### src/rtl/ttvp_pkg.sv
`default_nettype none

package ttvp_pkg;

  // Field widths.
  localparam int ANG_W     = 15;
  localparam int SPEED_W   = 13;
  localparam int RATE_W    = 12;
  localparam int RATE3_W   = 14;
  localparam int A_W       = 22;
  localparam int WIND_W    = 11;
  localparam int VEL_W     = 10;
  localparam int IDX_OUT_W = 3;
  localparam int TRIG_W    = 32;

  // Projected points per item.
  localparam int NUM_POINTS = 6;
  localparam int IDX_W      = (NUM_POINTS > 1) ? $clog2(NUM_POINTS) : 1;

  // Angles in 1/64 degree.
  localparam logic [ANG_W-1:0] FULL_TURN    = 15'd23040;
  localparam logic [ANG_W-1:0] QUARTER_TURN = 15'd5760;
  localparam logic [ANG_W-1:0] EIGHTH_TURN  = 15'd2880;

  // Knots to m/s is 463/900.
  localparam logic [A_W-1:0] KNOT_NUM = 22'd463;

  // Series evaluation in Q30.
  localparam logic [30:0] Q30_ONE      = 31'h4000_0000;
  localparam logic [18:0] RAD_PER_UNIT = 19'd292818;
  localparam int HORNER_STEPS = 4;

  // Floor division of a 30-bit value by d as (n * M) >> K, M = ceil(2^K / d).
  localparam int K_SIN [HORNER_STEPS] = '{37, 36, 35, 33};
  localparam int K_COS [HORNER_STEPS] = '{36, 35, 34, 31};
  localparam logic [31:0] M_SIN [HORNER_STEPS] = '{
    32'(((64'd1 << 37) + 64'd71) / 64'd72),
    32'(((64'd1 << 36) + 64'd41) / 64'd42),
    32'(((64'd1 << 35) + 64'd19) / 64'd20),
    32'(((64'd1 << 33) + 64'd5) / 64'd6)
  };
  localparam logic [31:0] M_COS [HORNER_STEPS] = '{
    32'(((64'd1 << 36) + 64'd55) / 64'd56),
    32'(((64'd1 << 35) + 64'd29) / 64'd30),
    32'(((64'd1 << 34) + 64'd11) / 64'd12),
    32'(((64'd1 << 31) + 64'd1) / 64'd2)
  };

  // Pipeline depths of the back end.
  localparam int TRIG_LAT = 13;
  localparam int COMP_LAT = 5;
  localparam int PIPE_LAT = TRIG_LAT + COMP_LAT;

  // Queue between front and back.
  localparam int QUEUE_DEPTH = 2;
  localparam int QPTR_W      = $clog2(QUEUE_DEPTH);
  localparam int QCNT_W      = $clog2(QUEUE_DEPTH + 1);

  // Configuration register indexes.
  localparam int CFG_IDX_W = 1;
  localparam logic [CFG_IDX_W-1:0] REG_WIND_NORTH = 1'd0;
  localparam logic [CFG_IDX_W-1:0] REG_WIND_EAST  = 1'd1;

  typedef struct packed {
    logic [ANG_W-1:0]          base;
    logic signed [RATE3_W-1:0] rate3;
    logic [A_W-1:0]            speed_scaled;
  } entry_t;

endpackage

`default_nettype wire

### src/rtl/ttvp_queue.sv
`default_nettype none

module ttvp_queue import ttvp_pkg::*; (
  input  logic   clk,
  input  logic   rst_n,
  input  logic   push,
  input  entry_t push_data,
  input  logic   pop,
  output logic   full,
  output logic   valid,
  output entry_t head
);

  entry_t            mem_r [QUEUE_DEPTH];
  logic [QPTR_W-1:0] wr_r;
  logic [QPTR_W-1:0] rd_r;
  logic [QCNT_W-1:0] cnt_r;

  always_ff @(posedge clk) begin
    if (!rst_n) begin
      wr_r  <= '0;
      rd_r  <= '0;
      cnt_r <= '0;
    end else begin
      if (push) wr_r <= wr_r + 1'b1;
      if (pop) rd_r <= rd_r + 1'b1;
      cnt_r <= cnt_r + QCNT_W'(push) - QCNT_W'(pop);
    end
  end

  always_ff @(posedge clk) begin
    if (push) mem_r[wr_r] <= push_data;
  end

  assign head  = mem_r[rd_r];
  assign valid = (cnt_r != '0);
  assign full  = (cnt_r == QCNT_W'(QUEUE_DEPTH));

endmodule

`default_nettype wire

### config.mk
export PLATFORM = sky130hd
export DESIGN_NAME = ttvp_queue
export DESIGN_NICKNAME = d
export VERILOG_FILES = /design/src/rtl/ttvp_pkg.sv /design/src/rtl/ttvp_queue.sv
export SDC_FILE = /design/constraint.sdc
export NUM_CORES = 1
export LEC_CHECK = 0
export BUFFER_PORTS_ARGS = -buffer_cell sky130_fd_sc_hd__buf_2
export CAP_MARGIN = 25
export CORE_ASPECT_RATIO = 1.5
export CORE_MARGIN = 8
export CORE_UTILIZATION = 30
export DETAILED_ROUTE_END_ITERATION = 8
export SYNTH_ARGS = -nofsm -noshare
export SYNTH_HDL_FRONTEND = slang
export SYNTH_SLANG_ARGS = --single-unit
### constraint.sdc
create_clock -name clk -period 4.3 [get_ports clk]
set_input_delay 0.86 -clock clk [delete_from_list [all_inputs] [get_ports clk]]
set_output_delay 0.86 -clock clk [all_outputs]
set_load 0.1 [all_outputs]
Word level (Yosys, flattened, before mapping)
Memories as Yosys holds them, arrays and structs flattened. A register that Yosys moved wholly into a read port is not among the register bits.
Index checks and enable logic that the tools add are counted.
{ "classes": {"add_sub_neg": 4, "mul": 0, "n_div": 0, "n_lt_le_gt_ge": 0, "eq_ne": 1, "shifts": 0, "mux": 4, "n_bitwise": 0, "n_reduce_logical": 1} }
{ "ops": {"columns": ["operator", "n"], "rows": [
  ["1-bit 2-to-1 mux", 4],
  ["1-bit adder (second input constant)", 2],
  ["2-bit by 1-bit adder with 2-bit output", 1],
  ["2-bit == test (second input constant)", 1],
  ["2-bit nonzero test", 1],
  ["2-bit by 1-bit subtractor with 2-bit output", 1]
]} }
{ "word_totals": {"reg_bits": 4, "latch_bits": 0, "ramBits": 102, "rom_bits": 0, "inputBits": 55, "n_memories": 1} }
{ "memory_table": {"columns": ["name", "words", "word_bits", "read_ports", "rd_ports_with_merged_regs", "wr", "line_no", "rtl"], "rows": [
  ["mem_r", 2, 51, 1, 1, 1, "ttvp_queue.sv:14", "entry_t mem_r [QUEUE_DEPTH];"]
]} }

Depth between registers and ports, before layout
{ "depth": {"ltp_word": 3, "ltp_mapped": 6, "ltp_nobuf": 6} }

Least setup slack after synthesis
No wires, ideal clock.
{ "synth_timing": {"path_kind": "in2reg", "from": "input port push", "to": "memory mem_r[0][0] in the netlist's numbering (enable)", "setup_time_ns": 0.467, "t_arrival_ns": 3.150, "t_required_ns": 3.833, "path_slack_ns": 0.683, "cell_stages": 1, "n_path_buf": 0, "cell_sequence": "nor2b_1"} }
{ "synth_between": {"elab_chain_len": 2} }
{ "synth_lines": {"columns": ["item", "line_no", "rtl"], "rows": [
  ["start, declared", "ttvp_queue.sv:6", "input logic push,"],
  ["1-bit 2-to-1 mux", "ttvp_queue.sv:32", "if (push) mem_r[wr_r] <= push_data;"],
  ["1-bit 2-to-1 mux (implied by the code)", "ttvp_queue.sv:32", null],
  ["end, declared", "ttvp_queue.sv:14", null]
]} }
Every way passes these cells.

==> impl_metrics.csv <==
group,metric,value,unit
synth,seq_area_frac_synth,76.0,%
sta,setup_tns,0,ps
sta,worst_hold_slack,585,ps
status,status,"finished clean",
flow_run,max-cap-violations,0,
min_path,min-delay-start,"rd_r$_SDFFE_PN0P_",
placement,dp_hpwl,5.20,mm
synth,synthCells,180,
placement,io_buffer_count,107,
clock_network,cts_root_buf,"clkbuf_16",
sta,max_freq,339,MHz
synth,synth_cell_types,14,
die,die_x,112,um
critical_path,cp.buffers_inverters,1,
clock_network,clockBufferDepth,2,
placement,finalWeightedCongestion,0.618,
clock_network,cts_hold_buf,0,
finish,num-nets-final,351,
routing,drt_first_pass_iters,4,
die,ioPinCount,108,
critical_path,slowest_stage,"dfxtp_4",
clock_network,htree_levels,3,
clock_network,cts.sinks,107,
critical_path,crit_path_start_kind,"flop",
sta,drv_slew,0,
critical_path,end_kind,"output port",
sta,tightest_slew,985,ps
routing,drt_wl_total,7.69,mm
finish,layout.cells.non_filler,461,
finish,multi_input_area,891,um2
routing,wl_per_cell,16.7,um
placement,postPlaceCellArea,0.00482,mm2
routing,ant_nets,0,
placement,dp.cells,445,
finish,area_delta_synth_final,22.8,%
finish,finalInstanceArea,0.00511,mm2
critical_path,cp_cell_sequence,"mux2_4 > buf_2",
sta,skew,4.64,ps
die,core_area,0.0135,mm2
grt,grt_max_degree,52,
die,die_area,0.0180,mm2
sta,rsz0062_at_grt,"false",
sta,setup_viol,0,
synth,synthesis.nets,237,
routing,via_per_inst,4.27,
finish,drive_gt1_share,59.5,%
routing,drt-initial-drc-count,60,
finish,fillerInstances,1286,
sta,maxSlewHeadroom,34.3,%
grt,grt_pass1_vias,2240,
grt,grt_use_total,8.69,%
sta,finalHoldViolCount,0,
synth,ys_ff_latch,107,
critical_path,crit_type,"reg2out",
clock_network,numCtsBuffers,9,
critical_path,crit_fanout,51,
pwr,p_per_area,524,mW/mm2
critical_path,crit_family,"flip-flops",
clock_network,cts_resized,0,
sta,min_period,2950,ps
grt,grt_first_pass_wirelength,11.9,mm
synth,yosys_warnings,0,
grt,antenna_found_initial,2,
routing,vias,1967,
routing,route.detailed.drc,0,
pwr,leakage,2.02,nW
min_path,hp-class,"reg2reg",
clock_network,postCtsSetupBuffers,0,
clock_network,cts.reportedPaths.clkPinSlew,70,ps
pwr,report.power.total,2.68,mW
grt,grt_overflow,0,
sta,period_share,68.6,%
clock_network,cts_tree,"yes",
die,num_rows,52,
critical_path,reg2reg_from,"wr_r$_SDFFE_PN0P_",
clock_network,clock_latency,330,ps
critical_path,required,3440,ps
synth,syn_area_per_cell,23.1,um2
die,die_h,160,um
synth,synth_area,0.00416,mm2
critical_path,arrival,2090,ps
finish,regArea,0.00317,mm2
pwr,peakVddDrop,201,uV
critical_path,cpPeakStageDelay,1000,ps
finish,diodes,0,
die,initial_utilization,30.8,%
## logic make-up (layout without fill, tap and decap cells)
family          after synthesis  after routing  share of synthesized area, %
mux                          51             51                          18.3
compound gates                1              1                         0.180
fa+ha+maj                     2              2                         0.601
flops                       107            107                          76.0
buf+inv                       8            127                          2.85
xor+xnor                      2              2                         0.751
simple gates                  9              9                          1.35
## worst paths after layout
check                                               to  slack [ps]  depth (start not counted)
worst max-delay path                          head[20]        1350                          2
worst min-delay path                              flop         590                          2
worst max register to register  mem_r[1][23]$_DFFE_PP_        2450                          2
worst min register to register                    flop         590                          2
## where the power goes
part	switching [mW]	internal (mW)	total, mW
Sequential	0.0418	1.20	1.25
Clock	0.348	0.455	0.803
Combinational	0.481	0.152	0.633
Total	0.871	1.81	2.68
## worst min-delay path: stages (launching register included)
cell	delay [ps]
dfxtp_1	330
xor2_1	70
and2_1	140
## synth_stat cells
| cell | number | area share, % |
|---|---|---|
| edfxtp_1 | 102 | 74 |
| mux2_4 | 50 | 18 |
| buf_12 | 5 | 2.4 |
| dfxtp_1 | 5 | 2.4 |
| and2_1 | 4 | 0.60 |
| nor2b_1 | 4 | 0.60 |
| ha_1 | 2 | 0.60 |
| inv_1 | 2 | 0.18 |
| buf_6 | 1 | 0.27 |
| mux2_2 | 1 | 0.27 |
| o21a_1 | 1 | 0.18 |
| or2_2 | 1 | 0.15 |
| xnor3_1 | 1 | 0.54 |
| xor2_1 | 1 | 0.21 |
## stage by stage
| stage | setup slack, ps | utilization (%) |
|---|---|---|
| floorplan | 683 | - |
| global placement | 1660 | 35.6 |
| detailed placement | 1660 | 35.6 |
| CTS | 1280 | 37.8 |
| global route | 1230 | 37.8 |
| finish | 1350 | 37.8 |
## flip-flops by register name (all words and copies together) (netlist names), named ones only
| name | count |
|---|---|
| rd_r | 1 |
| mem_r | 102 |
| cnt_r | 2 |
| wr_r | 1 |
## cell usage in the layout, fill, tap and decap left out
| cell | netlist | routed |
|---|---|---|
| and2_1 | 4 | 3 |
| xnor3_1 | 1 | 1 |
| or2_2 | 1 | 1 |
| dfxtp_1 | 5 | 4 |
| buf_4 | 0 | 2 |
| nor2b_1 | 4 | 3 |
| dfxtp_4 | 0 | 1 |
| xor2_1 | 1 | 1 |
| edfxtp_1 | 102 | 102 |
| inv_1 | 2 | 2 |
| ha_1 | 2 | 2 |
| clkinvlp_4 | 0 | 2 |
| bufinv_16 | 0 | 1 |
| and2_2 | 0 | 1 |
| buf_2 | 0 | 107 |
| nor2b_4 | 0 | 1 |
| mux2_2 | 1 | 1 |
| clkbuf_1 | 0 | 2 |
| o21a_1 | 1 | 1 |
| inv_6 | 0 | 1 |
| clkinv_4 | 0 | 1 |
| mux2_4 | 50 | 50 |
| clkbuf_16 | 0 | 9 |
## final cells by class
class                   count  share of cell area [%]
flip-flops and latches    107                    61.9
well taps                 162                    3.96
clock buffers              11                    4.55
inverters                   2                   0.147
multi-input cells          65                    17.4
repair buffers            109                    10.8
clock inverters             5                    1.22
## per-layer routing
layer  up-vias  track usage (%)  part of all wire, %
met5         -                0                 0.31
met4         4             3.51                  1.6
met3        11             3.87                  7.4
met2        60             15.7                   54
met1       965             8.44                   36
li1        927                -                    -
(Power assumes the default switching activity.)
