### src/rtl/ttvp_pkg.sv
`default_nettype none

package ttvp_pkg;

  // Field widths.
  localparam int ANG_W     = 15;
  localparam int SPEED_W   = 13;
  localparam int RATE_W    = 12;
  localparam int RATE3_W   = 14;
  localparam int A_W       = 22;
  localparam int WIND_W    = 11;
  localparam int VEL_W     = 10;
  localparam int IDX_OUT_W = 3;
  localparam int TRIG_W    = 32;

  // Projected points per item.
  localparam int NUM_POINTS = 6;
  localparam int IDX_W      = (NUM_POINTS > 1) ? $clog2(NUM_POINTS) : 1;

  // Angles in 1/64 degree.
  localparam logic [ANG_W-1:0] FULL_TURN    = 15'd23040;
  localparam logic [ANG_W-1:0] QUARTER_TURN = 15'd5760;
  localparam logic [ANG_W-1:0] EIGHTH_TURN  = 15'd2880;

  // Knots to m/s is 463/900.
  localparam logic [A_W-1:0] KNOT_NUM = 22'd463;

  // Series evaluation in Q30.
  localparam logic [30:0] Q30_ONE      = 31'h4000_0000;
  localparam logic [18:0] RAD_PER_UNIT = 19'd292818;
  localparam int HORNER_STEPS = 4;

  // Floor division of a 30-bit value by d as (n * M) >> K, M = ceil(2^K / d).
  localparam int K_SIN [HORNER_STEPS] = '{37, 36, 35, 33};
  localparam int K_COS [HORNER_STEPS] = '{36, 35, 34, 31};
  localparam logic [31:0] M_SIN [HORNER_STEPS] = '{
    32'(((64'd1 << 37) + 64'd71) / 64'd72),
    32'(((64'd1 << 36) + 64'd41) / 64'd42),
    32'(((64'd1 << 35) + 64'd19) / 64'd20),
    32'(((64'd1 << 33) + 64'd5) / 64'd6)
  };
  localparam logic [31:0] M_COS [HORNER_STEPS] = '{
    32'(((64'd1 << 36) + 64'd55) / 64'd56),
    32'(((64'd1 << 35) + 64'd29) / 64'd30),
    32'(((64'd1 << 34) + 64'd11) / 64'd12),
    32'(((64'd1 << 31) + 64'd1) / 64'd2)
  };

  // Pipeline depths of the back end.
  localparam int TRIG_LAT = 13;
  localparam int COMP_LAT = 5;
  localparam int PIPE_LAT = TRIG_LAT + COMP_LAT;

  // Queue between front and back.
  localparam int QUEUE_DEPTH = 2;
  localparam int QPTR_W      = $clog2(QUEUE_DEPTH);
  localparam int QCNT_W      = $clog2(QUEUE_DEPTH + 1);

  // Configuration register indexes.
  localparam int CFG_IDX_W = 1;
  localparam logic [CFG_IDX_W-1:0] REG_WIND_NORTH = 1'd0;
  localparam logic [CFG_IDX_W-1:0] REG_WIND_EAST  = 1'd1;

  typedef struct packed {
    logic [ANG_W-1:0]          base;
    logic signed [RATE3_W-1:0] rate3;
    logic [A_W-1:0]            speed_scaled;
  } entry_t;

endpackage

`default_nettype wire

### src/rtl/ttvp_front.sv
`default_nettype none

module ttvp_front import ttvp_pkg::*; (
  input  logic                     start,
  input  logic [ANG_W-1:0]         in_heading_angle,
  input  logic [ANG_W-1:0]         in_course_angle,
  input  logic [SPEED_W-1:0]       in_ground_speed,
  input  logic signed [RATE_W-1:0] in_turn_rate,
  input  logic                     q_full,
  output logic                     busy,
  output logic                     push,
  output entry_t                   push_data
);

  logic [ANG_W-1:0]          hsel;
  logic signed [RATE3_W-1:0] rate_ext;

  // A zero heading is unknown; the course stands in unless it is zero too.
  assign hsel = (in_heading_angle == '0 && in_course_angle != '0) ?
                in_course_angle : in_heading_angle;
  assign rate_ext = RATE3_W'(in_turn_rate);

  assign push_data.base  = (hsel >= FULL_TURN) ? hsel - FULL_TURN : hsel;
  assign push_data.rate3 = rate_ext + (rate_ext <<< 1);
  assign push_data.speed_scaled = A_W'(in_ground_speed) * KNOT_NUM;

  assign busy = q_full;
  assign push = start && !q_full;

endmodule

`default_nettype wire

### config.mk
export PLATFORM = sky130hd
export DESIGN_NAME = ttvp_front
export DESIGN_NICKNAME = d
export VERILOG_FILES = /design/src/rtl/ttvp_pkg.sv /design/src/rtl/ttvp_front.sv
export SDC_FILE = /design/constraint.sdc
export NUM_CORES = 1
export LEC_CHECK = 0
export BUFFER_PORTS_ARGS = -buffer_cell sky130_fd_sc_hd__buf_2
export CORE_MARGIN = 2
export CORE_UTILIZATION = 50
export DETAILED_ROUTE_END_ITERATION = 6
export GPL_ROUTABILITY_DRIVEN = 0
export PLACE_DENSITY = 0.79
export SYNTH_ARGS = -nofsm -noshare
export SYNTH_HDL_FRONTEND = slang
export SYNTH_SLANG_ARGS = --single-unit
### constraint.sdc
create_clock -name vclk -period 11.04
set_clock_uncertainty 0.15 [all_clocks]
set_input_delay 0.552 -clock vclk [all_inputs]
set_output_delay 0.552 -clock vclk [all_outputs]
set_load 0.005 [all_outputs]
Word level (Yosys, flattened, before mapping)
Index checks and enable logic that the tools add are counted.
- add/sub/neg operators: 2
- $mul: 1
- magnitude comparators: 1
- muxes and demuxes: 2
- reductions and logical operators: 5
- operator list (operator ; count):
    $mux W15 ; 2
    $mul A13 B9 Y22 const B ; 1
    $ge A15 B15 Y1 const B ; 1
    $logic_not A15 Y1 ; 1
    $reduce_bool A15 Y1 ; 1
    $sub A15 B15 Y15 const B ; 1
    $add A12 B13 Y14 ; 1
    $logic_and A1 B1 Y1 ; 2
    $logic_not A1 Y1 ; 1
- bits in registers: 0
- bits of input ports: 57

Longest topological paths before layout
Gate-level depths: netlist of run 1.
- word-level depth: 5
- depth in mapped cells: 17
- gate-level depth less buffers: 17

Least setup slack after synthesis of run 1
Ideal clock, no wire load.
- path type: input-to-output
- from: input in_ground_speed[2]
- to: output push_data[19] in the netlist's numbering
- arrival time: 4.382 ns
- required time: 10.338 ns
- path slack: 5.956 ns
- stages: 14
- buffers on the path: 0
- cells stage by stage: inv_1 > fa_1 > inv_1 > fa_1 > fa_1 > inv_1 > fa_1 > inv_1 > ha_1 > or4_1 > o22ai_1 > a221oi_2 > or4_1 > nand4_1
- RTL lines (item ; line ; text):
    from (decl) ; ttvp_front.sv:7 ; input logic [SPEED_W-1:0] in_ground_speed,
    to (decl) ; ttvp_front.sv:12 ; output entry_t push_data

==> results.cfg, run 1 <==
[floorplanning]
die_area_mm2 = 0.007349
start_util_pct = 52.00
core_mm2 = 0.006422
die-width_um = 85.73
rows = 29
fp.dieH_um = 85.73
ios = 110

[grt]
grt_max_degree = 15
use_met2_pct = 38.78
gr-total-overflow = 0
grt_usage_pct = 20.55
grt_pass1_vias = 3032
grt_use_met3_pct = 1.347
antenna_found_initial = 0
grt_pass1_wl_mm = 12.80
grt_busiest_layer = met2
grt_use_met1_pct = 26.31

[timing]
worst_slew_pin_slew_ns = 0.6078
setup_violations = 0
worst_slack_ns = 5.475
slew_headroom_pct = 58.94
final_hold_viol_count = 0
maxSlewViolCount = 0
min_period_over_period_pct = 50.40
grt_setup_unrepaired = no
fmax_mhz = 179.7
tns_ns = 0
period_needed_ns = 5.565

[synth]
syn-instance-count = 403
yosysWarningCount = 0
syn_area_mm2 = 0.003339
yosysSeqAreaShare_pct = 0
yosys.area.top_type_share_pct = 25.18
synth_area_leaders = fa_1, ha_1, inv_1, xnor2_1, a21o_1
avgSynthCellArea_um2 = 8.286
ys_types = 51
yosysTopAreaCell = fa_1
syn_nets = 564

[placement]
placed_area_mm2 = 0.003936
io_buffers = 110
pre_cts_slack_ns = 5.471
hpwl_mm = 7.054

[final_layout]
stdcell_area_mm2 = 0.003936
clockBufferCount = 0
layout_commonest_cell = buf_2
fin_nets = 667
design.seq.count = 0
syn_to_final_growth_pct = 17.87
mostFrequentLayoutCells = buf_2, inv_1, ha_1
insertedDiodeCount = 0
ff_latch_area_um2 = 0
final_util_pct = 61.29
drive_above_1_share_pct = 23.61

[clock_network]
post_cts_resized = 0
hold_buffers = 0
post_cts.repair.setup_buffers = 0

[routing]
drt_iter0_markers = 111
antenna_left = 0
drc_errors = 4
avgRoutedWirePerCell_um = 13.28
firstDrtPassIters = 6
routed_via_density = 5.478
routed_wl_mm = 7.715
route.vias.total = 3183

[power]
pwr-share-seq_pct = 0
switching_power_uw = 444.0
power.internal_uw = 376.5
pwr-share-comb_pct = 100.0
p_sw_share_pct = 54.12
peakVddDrop_uv = 119.1
p_per_area_mw_per_mm2 = 208.4
clock_power_share_pct = 0
p_leak_uw = 0.002143

[setup_path]
worstSetupPathType = input port to output port
cp-end-kind = output port
start_kind = input port
crit_slowest_cell = fa_1
worstPathRequired_ns = 10.34
crit_chain = buf_2, inv_1, fa_1, inv_1, fa_1, fa_1, inv_1, fa_1, inv_1, ha_1, or4_1, o22ai_1, a221oi_2, or4_1, nand4_1, buf_2
arrival_ns = 4.86
slowest_delay_ns = 0.53
startpoint = in_ground_speed[2]
path_max_fanout = 5

[worst_hold_path]
holdPathStages = 2
hp-class = input port to output port
hp-start = q_full

[outcome]
violations = DRC
status = finished, violations left

[flow_run]
cap_violations = 0
-- through the flow --
stage	hold WS, ns	cells	total power, uW
3_3_place_gp	1.134	581	791.7
6_report	1.138	581	820.5
5_1_grt	1.148	581	927.0
2_1_floorplan	0.9842	403	569.6
4_1_cts	1.140	581	824.4
3_5_place_dp	1.140	581	820.3
-- cell usage after synthesis (2+ instances only) --
| cell | count |
|---|---|
| nor2b_1 | 9 |
| o21a_1 | 6 |
| a31o_2 | 2 |
| a21o_1 | 15 |
| xor2_1 | 6 |
| a21boi_0 | 2 |
| nand3_1 | 3 |
| fa_1 | 42 |
| nor2_1 | 15 |
| nand2b_1 | 4 |
| nor4b_1 | 2 |
| nand2_1 | 12 |
| a41oi_1 | 2 |
| nor4_4 | 3 |
| nor3_1 | 12 |
| o21ai_0 | 12 |
| ha_1 | 62 |
| and3_1 | 3 |
| o2111ai_1 | 2 |
| xnor2_1 | 16 |
| o31ai_1 | 2 |
| or3_1 | 2 |
| or2_2 | 2 |
| nor4_1 | 6 |
| a31oi_1 | 4 |
| a311oi_1 | 2 |
| o21ai_1 | 2 |
| inv_1 | 93 |
| nand4_1 | 5 |
| clkbuf_1 | 4 |
| buf_4 | 4 |
| o311ai_0 | 2 |
| or4_1 | 4 |
| a21oi_1 | 18 |
| mux2i_1 | 3 |
| a211oi_1 | 5 |
-- power groups by stage --
| stage | Clock (uW) | Combinational, uW | Sequential, uW |
|---|---|---|---|
| final | 0 | 820 | 0 |
| after global routing | 0 | 927 | 0 |
| after CTS | 0 | 824 | 0 |
| after detailed placement | 0 | 820 | 0 |
| after global placement | 0 | 792 | 0 |
| after floorplan | 0 | 570 | 0 |
-- worst max-delay path, delay by kind of cell --
family / cells / cell delay, ns
simple gates: 3 / 1.04
compound gates: 2 / 0.54
buf+inv: 6 / 0.48
fa+ha+maj: 5 / 2.23
-- path summary, 6_finish.rpt --
kind / slack, ns / to
setup / recovery: 5.48 / push_data[19]
hold / removal: 1.14 / busy
-- final cells by class --
cell class / count / area (um2)
well taps: 77 / 96.34
repair buffers: 110 / 550.5
multi-input cells: 301 / 2940
fillers: 560 / 2486
inverters: 93 / 349.1
-- layer usage --
metal  part of all wire, %  vias to the layer above
met4                   1.5                        0
met2                    51                      125
met5                     0                        -
met1                    42                     1460
met3                   5.7                       12
li1                      -                     1586
-- cells by family (layout without fill, tap and decap cells) --
kind of cell	count (synthesis)	after routing	share of synthesized area (%)
AOI/OAI and AO/OA	84	84	17.05
muxes	3	3	0.8992
and+or+nand+nor	88	88	15.92
adders and majority gates	104	104	48.41
xor gates and xnor gates	22	22	5.770
buffers and inverters	102	203	11.95
Note: power is estimated with default switching activity, not from simulation.
==> inputs of run 2 (changes only) <==
--- a/config.mk
+++ b/config.mk
@@ -5,6 +5,7 @@
 export SDC_FILE = /design/constraint.sdc
 export NUM_CORES = 1
 export LEC_CHECK = 0
+export ABC_AREA = 1
 export BUFFER_PORTS_ARGS = -buffer_cell sky130_fd_sc_hd__buf_2
 export CORE_MARGIN = 2
 export CORE_UTILIZATION = 50
==> constraint.sdc (replaced) <==
create_clock -name vclk -period 5.7
set_clock_uncertainty 0.15 [all_clocks]
set_input_delay 0.285 -clock vclk [all_inputs]
set_output_delay 0.285 -clock vclk [all_outputs]
set_load 0.005 [all_outputs]
==> run 2 against run 1 <==
The run now ends clean. Critical endpoint is now push_data[13]. Routed wire length is 3.2% higher. Combinational power is 82% higher. Sequential cell count stayed put. Highest routed layer unchanged. Largest cell class unchanged.
==> results.cfg, run 2 <==
[synth]
synth_compound_area_share_pct = 6.705
synth_adder_area_share_pct = 46.83
yosysMostFrequentCell = inv_1
yosysSeqAreaShare_pct = 0
synth_commonest_cells = inv_1, nand2_1, ha_1, fa_1, nand3_1
yosysWarningCount = 0
synth_mux_area_share_pct = 0
syn-instance-count = 471
syn_area_mm2 = 0.003452
syn_nets = 632
yosysTopAreaCell = fa_1
yosys.area.top_type_share_pct = 24.36
avgSynthCellArea_um2 = 7.329
synth_top_family_by_area = adder cells
synth-xor-area-share_pct = 7.358
synth_simple_gate_area_share_pct = 24.32
synth_area_leaders = fa_1, ha_1, inv_1, nand2_1, xor2_1
ys_types = 31

[placement]
io_buffers = 110
hpwl_mm = 7.281
dp.cells = 655
pre_cts_slack_ns = 0.8878

[final_layout]
multi_input_area_mm2 = 0.002942
layout_commonest_cell = buf_2
drive_above_1_share_pct = 26.26
fin_nets = 738
syn_to_final_growth_pct = 17.22
clockBufferCount = 0
ff_latch_area_um2 = 0
finalNonFillerCells = 655
design.seq.count = 0
insertedDiodeCount = 0
mostFrequentLayoutCells = buf_2, inv_1, nand2_1
num-fill-cells = 622

[grt]
grt_max_degree = 18
grt_pass1_vias = 3325
antenna_found_initial = 0
grt_usage_pct = 22.07
gr-total-overflow = 0
grt_pass1_wl_mm = 14.06

[worst_hold_path]
hp-start = q_full
hp-class = input port to output port
holdPathStages = 2
worstHoldEndpoint = busy

[timing]
grt_setup_unrepaired = no
tns_ns = 0
setup_violations = 0
final_hold_viol_count = 0
slew_headroom_pct = 74.30
maxSlewViolCount = 0
fmax_mhz = 204.7
finalHoldWorstSlack_ns = 0.6013
worst_slack_ns = 0.8143
min_period_over_period_pct = 85.71
worst_slew_pin_slew_ns = 0.3814
period_needed_ns = 4.886

[floorplanning]
ios = 110
die_area_mm2 = 0.007585
die-width_um = 87.09
fp.dieH_um = 87.09
core_mm2 = 0.006719
start_util_pct = 51.38
rows = 30

[routing]
routed_via_density = 5.046
firstDrtPassIters = 5
antenna_left = 0
drt_iter0_markers = 96
routed_wl_mm = 7.960
drc_errors = 0
avgRoutedWirePerCell_um = 12.15
route.vias.total = 3305

[setup_path]
cp-end-kind = output port
path_max_fanout = 6
worstPathRequired_ns = 5.27
worstSetupPathType = input port to output port
start_kind = input port
arrival_ns = 4.45

[clock_network]
hold_buffers = 0
post_cts.repair.setup_buffers = 0
post_cts_resized = 0

[power]
power_uw = 1494
peakVddDrop_uv = 395.4
p_leak_uw = 0.002413
p_per_area_mw_per_mm2 = 369.3

[flow_run]
cap_violations = 0

[outcome]
status = finished clean
-- run 2: cell types whose count changed after synthesis, sizes merged, moves of 9 or more --
cell / change
inv: +28
nand3: +29
nor3: -11
xor2: +13
nand2: +82
a21o: -14
nor2: +16
nor2b: -9
-- run 2: critical path: stages --
cell and delay [ns]:
buf_2 0.13, inv_1 0.07, fa_1 0.59, fa_1 0.46, fa_1 0.50, fa_1 0.56, inv_1 0.04, ha_1 0.39
nand2_1 0.08, o21ai_0 0.33, nor2_1 0.13, o21ai_0 0.35, nand3_1 0.11, nand2_1 0.09, xor2_1 0.19, buf_2 0.15
-- run 2: cell type report --
| cell class | instances | area share [%] |
|---|---|---|
| tap | 80 | 2.474 |
| multi-input combinational | 344 | 72.70 |
| inverter | 121 | 11.22 |
| timing repair buffer | 110 | 13.61 |
-- run 2: cell families after synthesis --
kind of cell,count (synthesis)
adders and majority gates,104
buffers and inverters,127
AOI/OAI and AO/OA,43
xor gates and xnor gates,29
and+or+nand+nor,168
-- run 2: worst max-delay path by stage --
stage / start / to / slack (ns) / cells after the start
2_1_floorplan: in_ground_speed[0] / push_data[13] / 1.58 / 14
3_3_place_gp: in_ground_speed[0] / push_data[13] / 0.84 / 16
3_5_place_dp: in_ground_speed[0] / push_data[13] / 0.89 / 16
4_1_cts: in_ground_speed[0] / push_data[13] / 0.87 / 16
5_1_grt: in_ground_speed[0] / push_data[13] / 0.62 / 16
6_report: in_ground_speed[0] / push_data[13] / 0.81 / 16
-- run 2: power by group --
part / leakage [uW] / internal (uW) / switching, uW
Combinational: 0.00241 / 648 / 847
Clock: 0 / 0 / 0
Sequential: 0 / 0 / 0
Total: 0.00241 / 648 / 847
-- run 2: stage by stage --
stage                     util, %  instance area, um2
after CTS                   60.22                4046
after floorplan                 -                3452
after global placement      60.22                4046
after global routing        60.22                4046
after detailed placement    60.22                4046
final                       60.22                4046
-- run 2: per-layer routing --
metal	global-route usage, %	vias up	wire, um
met5	0	-	0
met3	1.422	8	427
met4	1.538	0	58
met1	27.67	1523	3454
li1	-	1667	-
met2	43.03	107	4020
